==> config.mk <==
export PLATFORM = sky130hd
export DESIGN_NAME = base64_stream_codec
export DESIGN_NICKNAME = d
export VERILOG_FILES = /design/src/rtl/bsc_pkg.sv /design/src/rtl/bsc_front.sv /design/src/rtl/bsc_fifo.sv /design/src/rtl/bsc_back.sv /design/src/rtl/base64_stream_codec.sv
export SDC_FILE = /design/constraint.sdc
export NUM_CORES = 1
export LEC_CHECK = 0
export BUFFER_PORTS_ARGS = -buffer_cell sky130_fd_sc_hd__buf_2
export CORE_MARGIN = 2
export CORE_UTILIZATION = 30
export CTS_BUF_LIST = sky130_fd_sc_hd__clkbuf_8 sky130_fd_sc_hd__clkbuf_16
export CTS_CLUSTER_DIAMETER = 40
export CTS_CLUSTER_SIZE = 20
export DETAILED_ROUTE_END_ITERATION = 16
export PLACE_DENSITY_LB_ADDON = 0.1
export SETUP_SLACK_MARGIN = 0.15
export SLEW_MARGIN = 20
export SYNTH_ARGS = -nofsm -noshare
export SYNTH_HDL_FRONTEND = slang
export SYNTH_HIERARCHICAL = 1
export SYNTH_SLANG_ARGS = --single-unit
==> constraint.sdc <==
create_clock -name clk -period 5.3 [get_ports clk]
set_input_delay 0.795 -clock clk [delete_from_list [all_inputs] [get_ports clk]]
set_output_delay 0.795 -clock clk [all_outputs]
set_load 0.005 [all_outputs]
==> src/rtl/bsc_pkg.sv <==
// ----------------------------------------------------------------------------
// bsc_pkg
// shared types, codes and character mapping for the base64 stream codec
// ----------------------------------------------------------------------------
`default_nettype none

package bsc_pkg;

  // direction register codes
  localparam logic DIR_ENCODE = 1'b0;
  localparam logic DIR_DECODE = 1'b1;

  // register byte addresses
  localparam logic [1:0] ADDR_DIRECTION = 2'd0;

  localparam logic [7:0] PAD_CHAR = 8'h3d;  // '='

  // one queued burst: up to four result bytes, emitted from index 0
  typedef struct packed {
    logic [3:0][7:0] data;
    logic [1:0]      last_idx;  // index of the final result in the burst
    logic            has_data;
    logic            eom;
  } entry_t;

  // six-bit value to alphabet character
  function automatic logic [7:0] sextet_char(input logic [5:0] v);
    logic [7:0] c;
    if (v < 6'd26) begin
      c = 8'h41 + 8'(v);
    end else if (v < 6'd52) begin
      c = 8'h61 + 8'(v - 6'd26);
    end else if (v < 6'd62) begin
      c = 8'h30 + 8'(v - 6'd52);
    end else if (v == 6'd62) begin
      c = 8'h2b;
    end else begin
      c = 8'h2f;
    end
    return c;
  endfunction

  // alphabet character to {ok, six-bit value}; ok low outside the alphabet
  function automatic logic [6:0] char_sextet(input logic [7:0] c);
    logic [6:0] r;
    if (c >= 8'h41 && c <= 8'h5a) begin
      r = {1'b1, 6'(c - 8'h41)};
    end else if (c >= 8'h61 && c <= 8'h7a) begin
      r = {1'b1, 6'(c - 8'h61 + 8'd26)};
    end else if (c >= 8'h30 && c <= 8'h39) begin
      r = {1'b1, 6'(c - 8'h30 + 8'd52)};
    end else if (c == 8'h2b) begin
      r = {1'b1, 6'd62};
    end else if (c == 8'h2f) begin
      r = {1'b1, 6'd63};
    end else begin
      r = 7'd0;
    end
    return r;
  endfunction

endpackage

`default_nettype wire

==> src/rtl/bsc_front.sv <==
// ----------------------------------------------------------------------------
// bsc_front
// accepts input transactions, keeps the group state, builds result bursts
// ----------------------------------------------------------------------------
`default_nettype none

module bsc_front (
  input  wire logic           clk,
  input  wire logic           rst,
  input  wire logic           direction,
  input  wire logic           cfg_clear,
  input  wire logic           in_valid,
  output      logic           in_stall,
  input  wire logic [7:0]     in_byte,
  input  wire logic           in_last,
  input  wire logic           queue_full,
  output      logic           push,
  output      bsc_pkg::entry_t entry
);

  logic [23:0] group_bits, group_bits_next;
  logic [1:0]  group_count, group_count_next;
  logic        decode_stopped, decode_stopped_next;
  logic [2:0]  n;
  logic        accept;
  logic [23:0] sh;
  logic [15:0] pair;
  logic [6:0]  dec;

  assign in_stall = queue_full;
  assign accept   = in_valid && !queue_full;
  assign push     = accept && ((n != 3'd0) || in_last);

  always_comb begin
    group_bits_next     = group_bits;
    group_count_next    = group_count;
    decode_stopped_next = decode_stopped;
    entry               = '0;
    n                   = 3'd0;
    sh                  = '0;
    pair                = '0;
    dec                 = bsc_pkg::char_sextet(in_byte);

    if (direction == bsc_pkg::DIR_ENCODE) begin
      sh = {group_bits[15:0], in_byte};
      if (group_count == 2'd2) begin
        entry.data[0]    = bsc_pkg::sextet_char(sh[23:18]);
        entry.data[1]    = bsc_pkg::sextet_char(sh[17:12]);
        entry.data[2]    = bsc_pkg::sextet_char(sh[11:6]);
        entry.data[3]    = bsc_pkg::sextet_char(sh[5:0]);
        n                = 3'd4;
        group_bits_next  = '0;
        group_count_next = 2'd0;
      end else begin
        group_bits_next  = sh;
        group_count_next = group_count + 2'd1;
        if (in_last) begin
          if (group_count == 2'd0) begin
            entry.data[0] = bsc_pkg::sextet_char(in_byte[7:2]);
            entry.data[1] = bsc_pkg::sextet_char({in_byte[1:0], 4'd0});
            entry.data[2] = bsc_pkg::PAD_CHAR;
            entry.data[3] = bsc_pkg::PAD_CHAR;
          end else begin
            pair          = {group_bits[7:0], in_byte};
            entry.data[0] = bsc_pkg::sextet_char(pair[15:10]);
            entry.data[1] = bsc_pkg::sextet_char(pair[9:4]);
            entry.data[2] = bsc_pkg::sextet_char({pair[3:0], 2'd0});
            entry.data[3] = bsc_pkg::PAD_CHAR;
          end
          n = 3'd4;
        end
      end
    end else begin
      if (!decode_stopped) begin
        if (!dec[6]) begin
          decode_stopped_next = 1'b1;
        end else begin
          sh = {group_bits[17:0], dec[5:0]};
          if (group_count == 2'd3) begin
            entry.data[0]    = sh[23:16];
            entry.data[1]    = sh[15:8];
            entry.data[2]    = sh[7:0];
            n                = 3'd3;
            group_bits_next  = '0;
            group_count_next = 2'd0;
          end else begin
            group_bits_next  = sh;
            group_count_next = group_count + 2'd1;
          end
        end
      end
      // flush a partial group: n held sextets give n-1 bytes
      if (in_last) begin
        if (group_count_next == 2'd2) begin
          entry.data[0] = group_bits_next[11:4];
          n             = 3'd1;
        end else if (group_count_next == 2'd3) begin
          entry.data[0] = group_bits_next[17:10];
          entry.data[1] = group_bits_next[9:2];
          n             = 3'd2;
        end
      end
    end

    if (n != 3'd0) begin
      entry.has_data = 1'b1;
      entry.last_idx = 2'(n - 3'd1);
    end
    if (in_last) begin
      entry.eom           = 1'b1;
      group_bits_next     = '0;
      group_count_next    = 2'd0;
      decode_stopped_next = 1'b0;
    end
  end

  always_ff @(posedge clk) begin
    if (rst || cfg_clear) begin
      group_bits     <= '0;
      group_count    <= 2'd0;
      decode_stopped <= 1'b0;
    end else if (accept) begin
      group_bits     <= group_bits_next;
      group_count    <= group_count_next;
      decode_stopped <= decode_stopped_next;
    end
  end

endmodule

`default_nettype wire

==> src/rtl/bsc_fifo.sv <==
// ----------------------------------------------------------------------------
// bsc_fifo
// short queue of result bursts between front and back
// ----------------------------------------------------------------------------
`default_nettype none

module bsc_fifo #(
  parameter int DEPTH = 2
) (
  input  wire logic            clk,
  input  wire logic            rst,
  input  wire logic            push,
  input  wire bsc_pkg::entry_t wr_data,
  input  wire logic            pop,
  output      bsc_pkg::entry_t rd_data,
  output      logic            full,
  output      logic            empty
);

  localparam int PW = (DEPTH > 1) ? $clog2(DEPTH) : 1;
  localparam int CW = $clog2(DEPTH + 1);

  bsc_pkg::entry_t mem [DEPTH];
  logic [PW-1:0] wr_ptr, rd_ptr;
  logic [CW-1:0] count;

  assign full    = (count == CW'(DEPTH));
  assign empty   = (count == '0);
  assign rd_data = mem[rd_ptr];

  always_ff @(posedge clk) begin
    if (push) begin
      mem[wr_ptr] <= wr_data;
    end
  end

  always_ff @(posedge clk) begin
    if (rst) begin
      wr_ptr <= '0;
      rd_ptr <= '0;
      count  <= '0;
    end else begin
      if (push) begin
        wr_ptr <= (wr_ptr == PW'(DEPTH - 1)) ? '0 : wr_ptr + PW'(1);
      end
      if (pop) begin
        rd_ptr <= (rd_ptr == PW'(DEPTH - 1)) ? '0 : rd_ptr + PW'(1);
      end
      if (push && !pop) begin
        count <= count + CW'(1);
      end else if (pop && !push) begin
        count <= count - CW'(1);
      end
    end
  end

  a_no_overflow: assert property (@(posedge clk) disable iff (rst)
    push |-> (!full || pop))
    else $error("queue written while full");

  a_no_underflow: assert property (@(posedge clk) disable iff (rst)
    pop |-> !empty)
    else $error("queue read while empty");

  a_count_range: assert property (@(posedge clk) disable iff (rst)
    count <= CW'(DEPTH))
    else $error("queue count out of range");

endmodule

`default_nettype wire

==> src/rtl/bsc_back.sv <==
// ----------------------------------------------------------------------------
// bsc_back
// unrolls queued bursts into single result transactions
// ----------------------------------------------------------------------------
`default_nettype none

module bsc_back (
  input  wire logic            clk,
  input  wire logic            rst,
  input  wire logic            queue_empty,
  input  wire bsc_pkg::entry_t head,
  output      logic            pop,
  output      logic            out_valid,
  input  wire logic            out_stall,
  output      logic [7:0]      out_byte,
  output      logic            has_data,
  output      logic            end_of_message
);

  bsc_pkg::entry_t cur;
  logic            cur_valid;
  logic [1:0]      idx;
  logic            adv, take, cur_done;

  assign adv      = !out_valid || !out_stall;
  assign take     = adv && cur_valid;
  assign cur_done = take && (idx == cur.last_idx);
  assign pop      = !queue_empty && (!cur_valid || cur_done);

  always_ff @(posedge clk) begin
    if (rst) begin
      cur_valid <= 1'b0;
      idx       <= 2'd0;
      out_valid <= 1'b0;
    end else begin
      if (pop) begin
        cur_valid <= 1'b1;
        idx       <= 2'd0;
      end else if (cur_done) begin
        cur_valid <= 1'b0;
      end else if (take) begin
        idx <= idx + 2'd1;
      end
      if (adv) begin
        out_valid <= cur_valid;
      end
    end
  end

  always_ff @(posedge clk) begin
    if (pop) begin
      cur <= head;
    end
    if (take) begin
      out_byte       <= cur.data[idx];
      has_data       <= cur.has_data;
      end_of_message <= cur.eom && (idx == cur.last_idx);
    end
  end

endmodule

`default_nettype wire

==> src/rtl/base64_stream_codec.sv <==
// ----------------------------------------------------------------------------
// base64_stream_codec
// byte-serial base64 encoder and decoder with a direction register
// ----------------------------------------------------------------------------
//
//  channel  | signals                                    | flow
//  ---------+--------------------------------------------+---------------------
//  input    | in_valid, in_stall, in_byte, in_last       | one byte per transaction
//  output   | out_valid, out_stall, out_byte, has_data,  | one result per transaction
//           | end_of_message                             |
//  config   | psel, penable, pwrite, paddr, pwdata,      | direction at address 0
//           | prdata, pready                             |
//
//  an input transaction is taken every cycle while the burst queue has room;
//  the output side delivers at most one result per cycle, so encoding (four
//  characters per three bytes) is bounded by the output side and decoding
//  by the input side
//  an input transaction reaches the first result valid through the burst
//  queue, the burst register and the output register
//  rst is synchronous and clears the group state, queue and output register
//  in_stall rises only when the burst queue is full; out_stall holds the
//  output register and lets the queue fill behind it
// ----------------------------------------------------------------------------
`default_nettype none

module base64_stream_codec #(
  parameter int QUEUE_DEPTH = 2
) (
  input  wire logic        clk,
  input  wire logic        rst,
  // input channel
  input  wire logic        in_valid,
  output      logic        in_stall,
  input  wire logic [7:0]  in_byte,
  input  wire logic        in_last,
  // output channel
  output      logic        out_valid,
  input  wire logic        out_stall,
  output      logic [7:0]  out_byte,
  output      logic        has_data,
  output      logic        end_of_message,
  // configuration port
  input  wire logic        psel,
  input  wire logic        penable,
  input  wire logic        pwrite,
  input  wire logic [1:0]  paddr,
  input  wire logic [31:0] pwdata,
  output      logic [31:0] prdata,
  output      logic        pready
);

  logic            direction;
  logic            cfg_write;
  logic            cfg_clear;
  logic            push, pop;
  logic            queue_full, queue_empty;
  bsc_pkg::entry_t push_entry;
  bsc_pkg::entry_t head_entry;

  // register access: writes land in the access phase, reads are immediate
  assign pready    = 1'b1;
  assign cfg_write = psel && penable && pwrite;
  assign cfg_clear = cfg_write && (paddr == bsc_pkg::ADDR_DIRECTION);
  assign prdata    = (paddr == bsc_pkg::ADDR_DIRECTION) ? {31'd0, direction} : 32'd0;

  always_ff @(posedge clk) begin
    if (rst) begin
      direction <= bsc_pkg::DIR_ENCODE;
    end else if (cfg_clear) begin
      // writing direction also drops any partial message in the front
      direction <= pwdata[0];
    end
  end

  // front: accepts bytes, tracks the group and builds whole result bursts
  bsc_front u_front (
    .clk        (clk),
    .rst        (rst),
    .direction  (direction),
    .cfg_clear  (cfg_clear),
    .in_valid   (in_valid),
    .in_stall   (in_stall),
    .in_byte    (in_byte),
    .in_last    (in_last),
    .queue_full (queue_full),
    .push       (push),
    .entry      (push_entry)
  );

  // burst queue decouples the input from output stalls
  bsc_fifo #(
    .DEPTH (QUEUE_DEPTH)
  ) u_fifo (
    .clk     (clk),
    .rst     (rst),
    .push    (push),
    .wr_data (push_entry),
    .pop     (pop),
    .rd_data (head_entry),
    .full    (queue_full),
    .empty   (queue_empty)
  );

  // back: walks each burst one result per output transaction
  bsc_back u_back (
    .clk            (clk),
    .rst            (rst),
    .queue_empty    (queue_empty),
    .head           (head_entry),
    .pop            (pop),
    .out_valid      (out_valid),
    .out_stall      (out_stall),
    .out_byte       (out_byte),
    .has_data       (has_data),
    .end_of_message (end_of_message)
  );

endmodule

`default_nettype wire

# Yosys cells after proc, flatten, opt, wreduce, memory -nomap -nowiden
# Memory sizes are Yosys's and may differ from the RTL's. A register that Yosys moved wholly into a read port is not among the register bits.
# Index checks and enable logic that the tools add are counted.
dict set report word_totals {
  wordCells 250
  n_memories 1
  ramBits 72
  register_bits 40
  input_bits 50
  out_inout_bits 45
}
dict set report classes {
  eq_ne 17
  n_reduce_logical 36
  add_sub_neg 57
  magnitude_cmp 34
  muxes 90
  bitwise_logic 1
}
# name depth word_bits rd rd_clocked_by_memory_dff write_ports line_no
set mem_list {}
lappend mem_list {u_fifo.mem 2 36 1 1 1 bsc_fifo.sv:23} ;# bsc_pkg::entry_t mem [DEPTH];
# op n
set op_table {}
lappend op_table {{2-to-1 mux 8 bit} 31}
lappend op_table {{2-to-1 mux 24 bit} 5}
lappend op_table {{less-than comparator 6 bit (second input constant)} 18}
lappend op_table {{2-to-1 mux 18 bit} 6}
lappend op_table {{adder 6 x 8 -> 8 bit (first input constant)} 9}
lappend op_table {{adder 7 x 6 -> 8 bit (first input constant)} 9}
lappend op_table {{adder 7 x 8 -> 8 bit (first input constant)} 9}
lappend op_table {{2-to-1 mux 32 bit} 2}
lappend op_table {{subtractor 6 x 5 -> 7 bit (second input constant)} 9}
lappend op_table {{subtractor 6 x 6 -> 7 bit (second input constant)} 9}
lappend op_table {{less-than comparator 6 x 5 -> 1 bit (second input constant)} 9}
lappend op_table {{2-to-1 mux 3 bit} 16}
lappend op_table {{equality test 6 bit (second input constant)} 7}
lappend op_table {{2-to-1 mux 7 bit} 5}
lappend op_table {{2-to-1 mux 16 bit} 2}
lappend op_table {{2-to-1 mux 2 bit} 10}
lappend op_table {{binary-select mux 8 bit (select 2 bit)} 1}
lappend op_table {{equality test 8 x 6 -> 1 bit (second input constant)} 2}
lappend op_table {{>= comparator 8 x 7 -> 1 bit (second input constant)} 2}
lappend op_table {{less-or-equal comparator 8 x 7 -> 1 bit (second input constant)} 2}
lappend op_table {{logical AND 1 bit} 14}
lappend op_table {{2-to-1 mux 1 bit} 12}
lappend op_table {{subtractor 6 bit (second input constant)} 2}
lappend op_table {{equality test 2 bit (second input constant)} 5}
lappend op_table {{other kinds (21)} 39}

# Longest topological paths before layout
# Gate-level depths: netlist (run 1).
dict set report depth {
  word_depth 21
  mapped_depth 15
  ltp_nobuf 12
}

# Hierarchy
# The synthesis (run 1) kept the hierarchy.
# module n_inst cells_each area_each_um2 seq_area_each_um2
set by_module_without_submodules {}
lappend by_module_without_submodules {bsc_front 1 931 6590.1 420.4}
lappend by_module_without_submodules {bsc_fifo 1 134 2813.9 2262.2}
lappend by_module_without_submodules {bsc_back 1 76 1839.3 1461.4}
lappend by_module_without_submodules {base64_stream_codec 1 41 324.1 20.0}

# Least setup slack after synthesis (run 1)
# Ideal clock, no wire load.
dict set report synth_timing {
  kind {input to register}
  from {in in_byte[3]}
  to {mem u_fifo/mem[0][0] in the netlist's numbering, enable pin}
  stages 11
  setup_time_ns 0.433
  required_ns 4.867
  path_buffers 3
  arrival_ns 4.830
  setup_slack_ns 0.037
  cell_sequence {buf_2 -> clkinv_1 -> ha_1 -> a21boi_2 -> o32a_1 -> buf_6 -> a31oi_4 -> buf_6 -> nand3_1 -> a21oi_1 -> nor2b_1}
}
dict set report synth_via {
  elab_chain_cells 19
  word_cells_on_any_way 32
  cone_classes {6 x order compare; 4 x eq/ne; 16 x mux; 6 x reduce/logical}
}
# element line_no
set synth_rtl {}
lappend synth_rtl {{from (decl)} base64_stream_codec.sv:34} ;# input wire logic [7:0] in_byte,
lappend synth_rtl {{parallel branches: the longest is 5 deep, another holds >= comparator 8 x 6 -> 1 bit} -}
lappend synth_rtl {{2-to-1 mux 7 bit *} bsc_pkg.sv:46} ;# if (c >= 8'h41 && c <= 8'h5a) begin
lappend synth_rtl {{2-to-1 mux 2 bit} bsc_front.sv:75} ;# if (!dec[6]) begin
lappend synth_rtl {{2-to-1 mux 2 bit} bsc_front.sv:74} ;# if (!decode_stopped) begin
lappend synth_rtl {{2-to-1 mux 2 bit} bsc_front.sv:44} ;# if (direction == bsc_pkg::DIR_ENCODE) begin
lappend synth_rtl {{equality test 2 bit} bsc_front.sv:97} ;# end else if (group_count_next == 2'd3) begin
lappend synth_rtl {{2-to-1 mux 3 bit} bsc_front.sv:97}
lappend synth_rtl {{2-to-1 mux 3 bit} bsc_front.sv:94} ;# if (group_count_next == 2'd2) begin
lappend synth_rtl {{2-to-1 mux 3 bit *} bsc_front.sv:93} ;# if (in_last) begin
lappend synth_rtl {{2-to-1 mux 3 bit *} bsc_front.sv:44}
lappend synth_rtl {{nonzero test 3 bit *} bsc_front.sv:32} ;# assign push = accept && ((n != 3'd0) || in_last);
lappend synth_rtl {{logical OR 1 bit *} bsc_front.sv:32}
lappend synth_rtl {{logical AND 1 bit *} bsc_front.sv:32}
lappend synth_rtl {{via push} base64_stream_codec.sv:55} ;# logic push, pop;
lappend synth_rtl {{2-to-1 mux 1 bit *} bsc_fifo.sv:32} ;# if (push) begin
lappend synth_rtl {{2-to-1 mux 1 bit (implied by the code) *} bsc_fifo.sv:33} ;# mem[wr_ptr] <= wr_data;
lappend synth_rtl {{to (decl)} bsc_fifo.sv:23}
# Mark *: on every way through the listed nets, which the timed path passes. The select of a mux whose other input is x is not followed.

==> results.md, run 1 <==
- Sequential element share of the synthesized area: 36.0%
- Fraction of final layout cells with drive strength greater than 1: 14.7%
- Internal Power: 2900 µW
- Synthesis Warnings: 6
- Initial core utilization: 30.6%
- Antenna violations before repair: 0
- Setup CP Type: in2reg
- Clock sink count: 149
- Metal3 WL: 1.66 mm
- Total CTS buffers: 17
- Placed cells: 1,687
- Synth Register Bits: 149
- Final Hold Fails: 0
- CTS tree: done
- Combinational power share: 32.2%
- Worst Hold Class: reg2reg
- Post-CTS Setup Inserts: 0
- Share of Yosys cell area claimed by the top area cell type: 30.6%
- Worst R2R Setup Slack: 1.52 ns
- Final worst-path cycle share: 77.3%
- Worst-path cell chain: buf_2, inv_1, ha_1, a21oi_2, o21ai_2, a211o_1, buf_4, a31oi_4, buf_4, mux2i_1, a221oi_1, a22oi_1
- Die Span Y: 200 µm
- Cell repeated most along the worst path: buf_4
- Fin cells: 1,719
- Startpoint Class: input port
- Top_reg_cell synth: edfxtp_1
- Vias/cell: 5.33
- FFs w/ async S/R, synth: 0%
- Post-DRT Antenna Nets: 0
- Io pins: 95
- Sw Share: 33.7%
- # diodes: 0
- Worst-Skew Late Latency: 0.43 ns
- HPWL Detailed: 26.8 mm
- DRT iter0 DRCs: 766
- Fin Setup TNS: 0 ns
- Vias in the first global route: 8,985
- Hold path depth: 0
- Min-Delay Endpoint: u_back/has_data
- Core Area: 37,800 µm²
- MaxCap Viol Count: 0
- Syn_area_per_cell: 9.79 µm²
- Largest net degree at the start of global routing: 40
- Fin. max-slew vios: 0
- Post-synth EDFFs: 118
- Vias: 9,169
- Tot Pwr: 4370 µW
- GR Overflow Total: 0
- Die Width: 200 µm
- H-Tree Level Count: 4
- Unrepaired setup endpoints after global routing: false
- Cell Pwr Density: 342 nW/µm²
- # setup viols final: 0
- Worst-margin pin slew: 0.893 ns
- Clock Skew: 0.0156 ns
- Fin crit period: 4.10 ns
- Switching power: 1470 µW
- Clock power share: 28.2%
- Synthesized cell area: 11,600 µm²
- CP required: 5.49 ns
- Port bufs: 31
- Hold path startpoint: u_back/cur[1]
- Element type at the critical path end: register
- Routability cong.: 0.857
- Arrival time worst endpoint: 4.29 ns
- Routed wire per std cell: 21.6 µm
- Met2 Wirelength: 17.6 mm
- Die area: 40,100 µm²
- Commonest cells in the netlist: edfxtp_1, nand2_1, nor2_1
- Leak pwr: 0.00463 µW
- Top sig layer: met4
- RR Startpoint: u_front/group_bits[6]
- IR drop worst, VDD: 191 µV
- GRT Resource Usage Total: 18.3%
- Residual DRC: 0
- CP max-delay cell: mux2i_1
- Layout area overhead: 10.6%
- Worst R2R End: u_fifo/mem[0][6]
- Crit path max fanout: 18
- Critical Path Max Stage Delay: 0.43 ns
- Mapped Cells: 1,182
- DRT Pass-1 Iters: 5
- Dominant cell type by area after synthesis: edfxtp_1
- Post-Route WL: 37.2 mm
- Resized Gates After CTS: 0
- Sequential power share: 39.6%
- Hold buffers post-CTS: 0
- Nets: 1,328
- Min Hold Slack: 0.416 ns
- Area contributors post-synth: edfxtp_1, ha_1, dfxtp_1
- Clk root buf: clkbuf_16
- Longest Clk Path Bufs: 2
- Status: finished, final reports clean
- Cell with the most instances after synthesis: edfxtp_1
- Path depth of the worst reg2reg path: 8
- M1 wire length: 17.1 mm
- Row cnt: 71
- Clk pin slew, worst setup/hold paths: 0.06 ns
- Relative slew slack: 38.9%
- First-pass GRT wire length: 56.8 mm
- Fmax: 244 MHz
- Synth unique cells: 93
-- flip-flops by register name, indices dropped and copies added, names as in the netlist, named ones only --
signal                  flops
direction                   1
u_back/cur                 36
u_back/cur_valid            1
u_back/end_of_message       1
u_back/has_data             1
u_back/idx                  2
u_back/out_byte             8
u_back/out_valid            1
u_fifo/count                2
u_fifo/mem                 72
u_fifo/rd_ptr               1
u_fifo/wr_ptr               1
u_front/decode_stopped      1
u_front/group_bits         18
u_front/group_count         2
-- critical path: cells and delay by family --
family	cells	cell delay, ns
AO/OA/AOI/OAI	6	1.45
adder cells (fa/ha/maj)	1	0.38
buffers and inverters	4	1.19
multiplexers	1	0.43
-- worst max-delay path by stage --
stage	from	cells after the start	end	slack, ns
floorplan	in_byte[3]	11	u_fifo/mem[0][0]	0.71
detailed placement	in_byte[7]	12	u_fifo/mem[0][18]	0.79
finish	in_byte[2]	12	u_fifo/mem[0][10]	1.20
global placement	in_byte[7]	12	u_fifo/mem[0][18]	0.80
global route	in_byte[7]	12	u_fifo/mem[1][18]	0.95
CTS	in_byte[7]	12	u_fifo/mem[0][18]	1.23
-- layout by cell type (no fill, tap or decap), types with 5 or more instances in the layout --
cell type	count
edfxtp_1	118
nand2_1	94
nor2_1	85
ha_1	83
a21oi_1	74
o21ai_0	55
xnor2_1	52
xor2_1	44
mux2_2	42
buf_4	34
conb_1	32
nand3_1	32
inv_1	31
dfxtp_1	31
buf_2	31
mux2i_1	22
a221oi_1	21
clkbuf_16	20
o211ai_1	20
a211oi_1	19
nor2b_1	16
a31oi_1	16
nand2b_1	15
nor3_1	15
nand4_1	14
a41oi_1	10
a22oi_1	10
o221ai_1	9
or2_2	7
o21a_1	7
a311oi_1	7
nor3b_1	6
mux4_1	6
clkinv_1	6
a32oi_1	6
a211o_1	5
a2111oi_0	5
a22o_1	5
-- cell families (layout without fill, tap and decap cells) --
kind of cell               after synthesis  count (layout)  synth area share, %
AOI/OAI and AO/OA                      320             320                 19.6
xor gates and xnor gates                98              98                 7.65
adders and majority gates               83              83                 8.98
buffers and inverters                  139             135                 6.45
DFF                                    149             149                 36.0
muxes                                   73              73                 7.94
other                                    2              32               0.0649
and+or+nand+nor                        318             318                 13.3
-- layout make-up --
cell class / instances / area, µm²
Clock buffer: 22 / 528
Sequential cell: 149 / 4160
Multi-Input combinational cell: 924 / 6780
Fill cell: 3946 / 25100
Tap cell: 511 / 639
Clock inverter: 10 / 88.8
Inverter: 36 / 135
Timing Repair Buffer: 67 / 450
-- metrics by stage --
| step | instance area [µm²] | utilization, % | setup slack (ns) |
|---|---|---|---|
| after floorplan | 11700 | - | 0.706 |
| after global placement | 12200 | 32.2 | 0.797 |
| after detailed placement | 12200 | 32.2 | 0.791 |
| after CTS | 12800 | 33.8 | 1.23 |
| after global routing | 12800 | 33.8 | 0.950 |
| final | 12800 | 33.8 | 1.20 |
-- power by group through the flow --
stage	clock network (µW)	logic [µW]	registers (µW)
final	1230	1410	1730
after CTS	1270	1430	1740
after detailed placement	0	1420	1760
after global routing	1310	1560	1750
after floorplan	0	1070	1670
after global placement	0	1420	1760
-- routing by layer --
| layer | track usage, % | vias up |
|---|---|---|
| met5 | 0 | - |
| met4 | 5.40 | 0 |
| met3 | 2.80 | 41 |
| met2 | 30.4 | 254 |
| met1 | 24.7 | 4489 |
| li1 | - | 4385 |
(Power assumes the default switching activity.)
==> run 2, diff against run 1 <==
--- a/config.mk
+++ b/config.mk
@@ -5,6 +5,7 @@
 export SDC_FILE = /design/constraint.sdc
 export NUM_CORES = 1
 export LEC_CHECK = 0
+export ABC_AREA = 1
 export BUFFER_PORTS_ARGS = -buffer_cell sky130_fd_sc_hd__buf_2
 export CORE_MARGIN = 2
 export CORE_UTILIZATION = 30
==> constraint.sdc (replaced) <==
create_clock -name clk -period 3.8 [get_ports clk]
set_input_delay 0.57 -clock clk [delete_from_list [all_inputs] [get_ports clk]]
set_output_delay 0.57 -clock clk [all_outputs]
set_load 0.005 [all_outputs]
==> results.md, run 2 <==
- Vias in the first global route: 9,962
- Synthesis Warnings: 6
- Synth unique cells: 58
- MaxCap Viol Count: 0
- CTS tree: done
- Worst Hold Class: reg2reg
- Dominant cell type by area after synthesis: edfxtp_1
- Cell Pwr Density: 529 nW/µm²
- Setup CP Type: reg2reg
- Nets: 1,696
- Top_reg_cell synth: edfxtp_1
- Placed cell area: 12,700 µm²
- Hold buffers post-CTS: 0
- Core Area: 38,800 µm²
- Clock Skew: 0.0155 ns
- Fmax: 315 MHz
- Path depth of the worst reg2reg path: 7
- Clk root buf: clkbuf_16
- Area contributors post-synth: edfxtp_1, nand2_1, ha_1
- Worst path depth: 7
- Vias/cell: 4.88
- H-Tree Level Count: 4
- CP max-delay cell: o311ai_0
- Unrepaired setup endpoints after global routing: false
- Startpoint Class: register
- Fin Setup TNS: 0 ns
- Syn_area_per_cell: 7.87 µm²
- Finished Cell Area: 13,300 µm²
- Max reg flops: 72
- Largest net degree at the start of global routing: 38
- Cell repeated most along the worst path: inv_1
- GR Overflow Total: 0
- Arrival time worst endpoint: 3.31 ns
- Crit path max fanout: 15
- Residual DRC: 0
- Relative slew slack: 31.4%
- Cell with the most instances after synthesis: nand2_1
- Synth Register Bits: 149
- First-pass GRT wire length: 59.1 mm
- Fill cells: 4,120
- Vias: 10,200
- Total CTS buffers: 17
- Top reg by flops: u_fifo/mem
- Min Hold Slack: 0.421 ns
- Final worst-path cycle share: 83.5%
- DRT iter0 DRCs: 769
- Critical Path Max Stage Delay: 0.59 ns
- Initial core utilization: 30.6%
- Hold path depth: 0
- Die Span Y: 203 µm
- GRT Resource Usage Total: 18.7%
- Commonest cells in the netlist: nand2_1, nor2_1, inv_1
- Post-DRT Antenna Nets: 0
- Post-CTS Setup Inserts: 0
- Worst path top cell family by delay: simple AND/OR/NAND/NOR gates
- Worst-path cell chain: inv_1, ha_1, nor2_1, inv_1, nor2_1, inv_1, o311ai_0
- Fraction of final layout cells with drive strength greater than 1: 13.6%
- Hold path startpoint: u_back/cur[1]
- Leak pwr: 0.00578 µW
- Antenna violations before repair: 0
- Die Width: 203 µm
- DRT Pass-1 Iters: 5
- Clk pin slew, worst setup/hold paths: 0.08 ns
- HPWL Detailed: 29.3 mm
- Sequential element share of the synthesized area: 35.1%
- Routability cong.: 0.887
- Biggest regs: u_fifo/mem (72), u_back/cur (36), u_front/group_bits (18)
- Element type at the critical path end: register
- Synthesized cell area: 11,900 µm²
- RR Startpoint: u_front/group_count[0]
- Die area: 41,200 µm²
- Share of Yosys cell area claimed by the top area cell type: 29.9%
- Status: finished, final reports clean
- IR drop worst, VDD: 393 µV
- Resized Gates After CTS: 0
- Tot Pwr: 7020 µW
- FFs w/ async S/R, synth: 0%
- Post-synth EDFFs: 118
- Crit path buf inv count: 3
- Clock sink count: 149
- Io pins: 95
- Critical path origin: u_front/group_count[0]
- Mapped Cells: 1,508
- Most common cell after layout, fill and taps aside: nand2_1
- Longest Clk Path Bufs: 2
- Worst-Skew Late Latency: 0.43 ns
- # setup viols final: 0
- Routed wire per std cell: 18.4 µm
- Port bufs: 31
- Post-Route WL: 38.5 mm
- Commonest non-fill, non-tap cells in the layout: nand2_1, inv_1, nor2_1
- Fin. max-slew vios: 0
- Worst-margin pin slew: 1.03 ns
- Row cnt: 72
- Final Hold Fails: 0
- # diodes: 0
- Layout area overhead: 11.9%
- CP required: 3.93 ns
- Fin crit period: 3.17 ns
-- run 2: cell families after synthesis --
kind of cell	count (synthesis)	share of synthesized area, %
AOI/OAI and AO/OA	334	15.7
xor gates and xnor gates	60	4.43
adders and majority gates	83	8.75
buffers and inverters	251	10.2
DFF	149	35.1
muxes	37	4.45
other	2	0.0633
and+or+nand+nor	592	21.3
-- run 2: report_power, final --
part | switching [µW] | total [µW] | internal, µW | leakage, µW
sequential | 273 | 2650 | 2380 | 0.00137
clock | 737 | 1660 | 923 | 0.000288
combinational | 1710 | 2710 | 1010 | 0.00412
total | 2720 | 7020 | 4300 | 0.00578
-- run 2: final cells by class --
class | instances | area (µm²) | share of cell area (%)
clock inverters | 13 | 125 | 0.942
flip-flops and latches | 149 | 4170 | 31.4
inverters | 166 | 626 | 4.71
well taps | 518 | 648 | 4.88
repair buffers | 91 | 631 | 4.75
clock buffers | 19 | 464 | 3.49
multi-input cells | 1138 | 6620 | 49.9
-- run 2: path summary, 6_finish.rpt --
| kind | end | slack [ns] |
|---|---|---|
| setup / recovery | u_fifo/mem[1][21] | 0.63 |
| hold / removal | u_back/has_data | 0.42 |
| setup reg to reg | u_fifo/mem[1][21] | 0.63 |
| hold reg to reg | u_back/has_data | 0.42 |
-- run 2: worst register-to-register path, stage by stage (launching register included) --
cell and delay [ns]:
dfxtp_1 0.40, inv_1 0.14, ha_1 0.51, nor2_1 0.42, inv_1 0.19, nor2_1 0.42
inv_1 0.21, o311ai_0 0.59
-- run 2: metrics by stage --
stage,utilization (%),worst slack [ns],cells
global placement,32.7,0.412,2062
floorplan,-,0.164,1538
CTS,34.2,0.678,2094
global route,34.2,0.489,2094
detailed placement,32.7,0.396,2062
finish,34.2,0.628,2094
-- run 2: per-layer routing --
layer	vias up	routed length (µm)	GRT usage [%]
li1	5123	-	-
met2	244	18400	31.8
met3	29	1440	1.73
met4	0	355	4.14
met5	-	0	0
met1	4820	18300	25.6
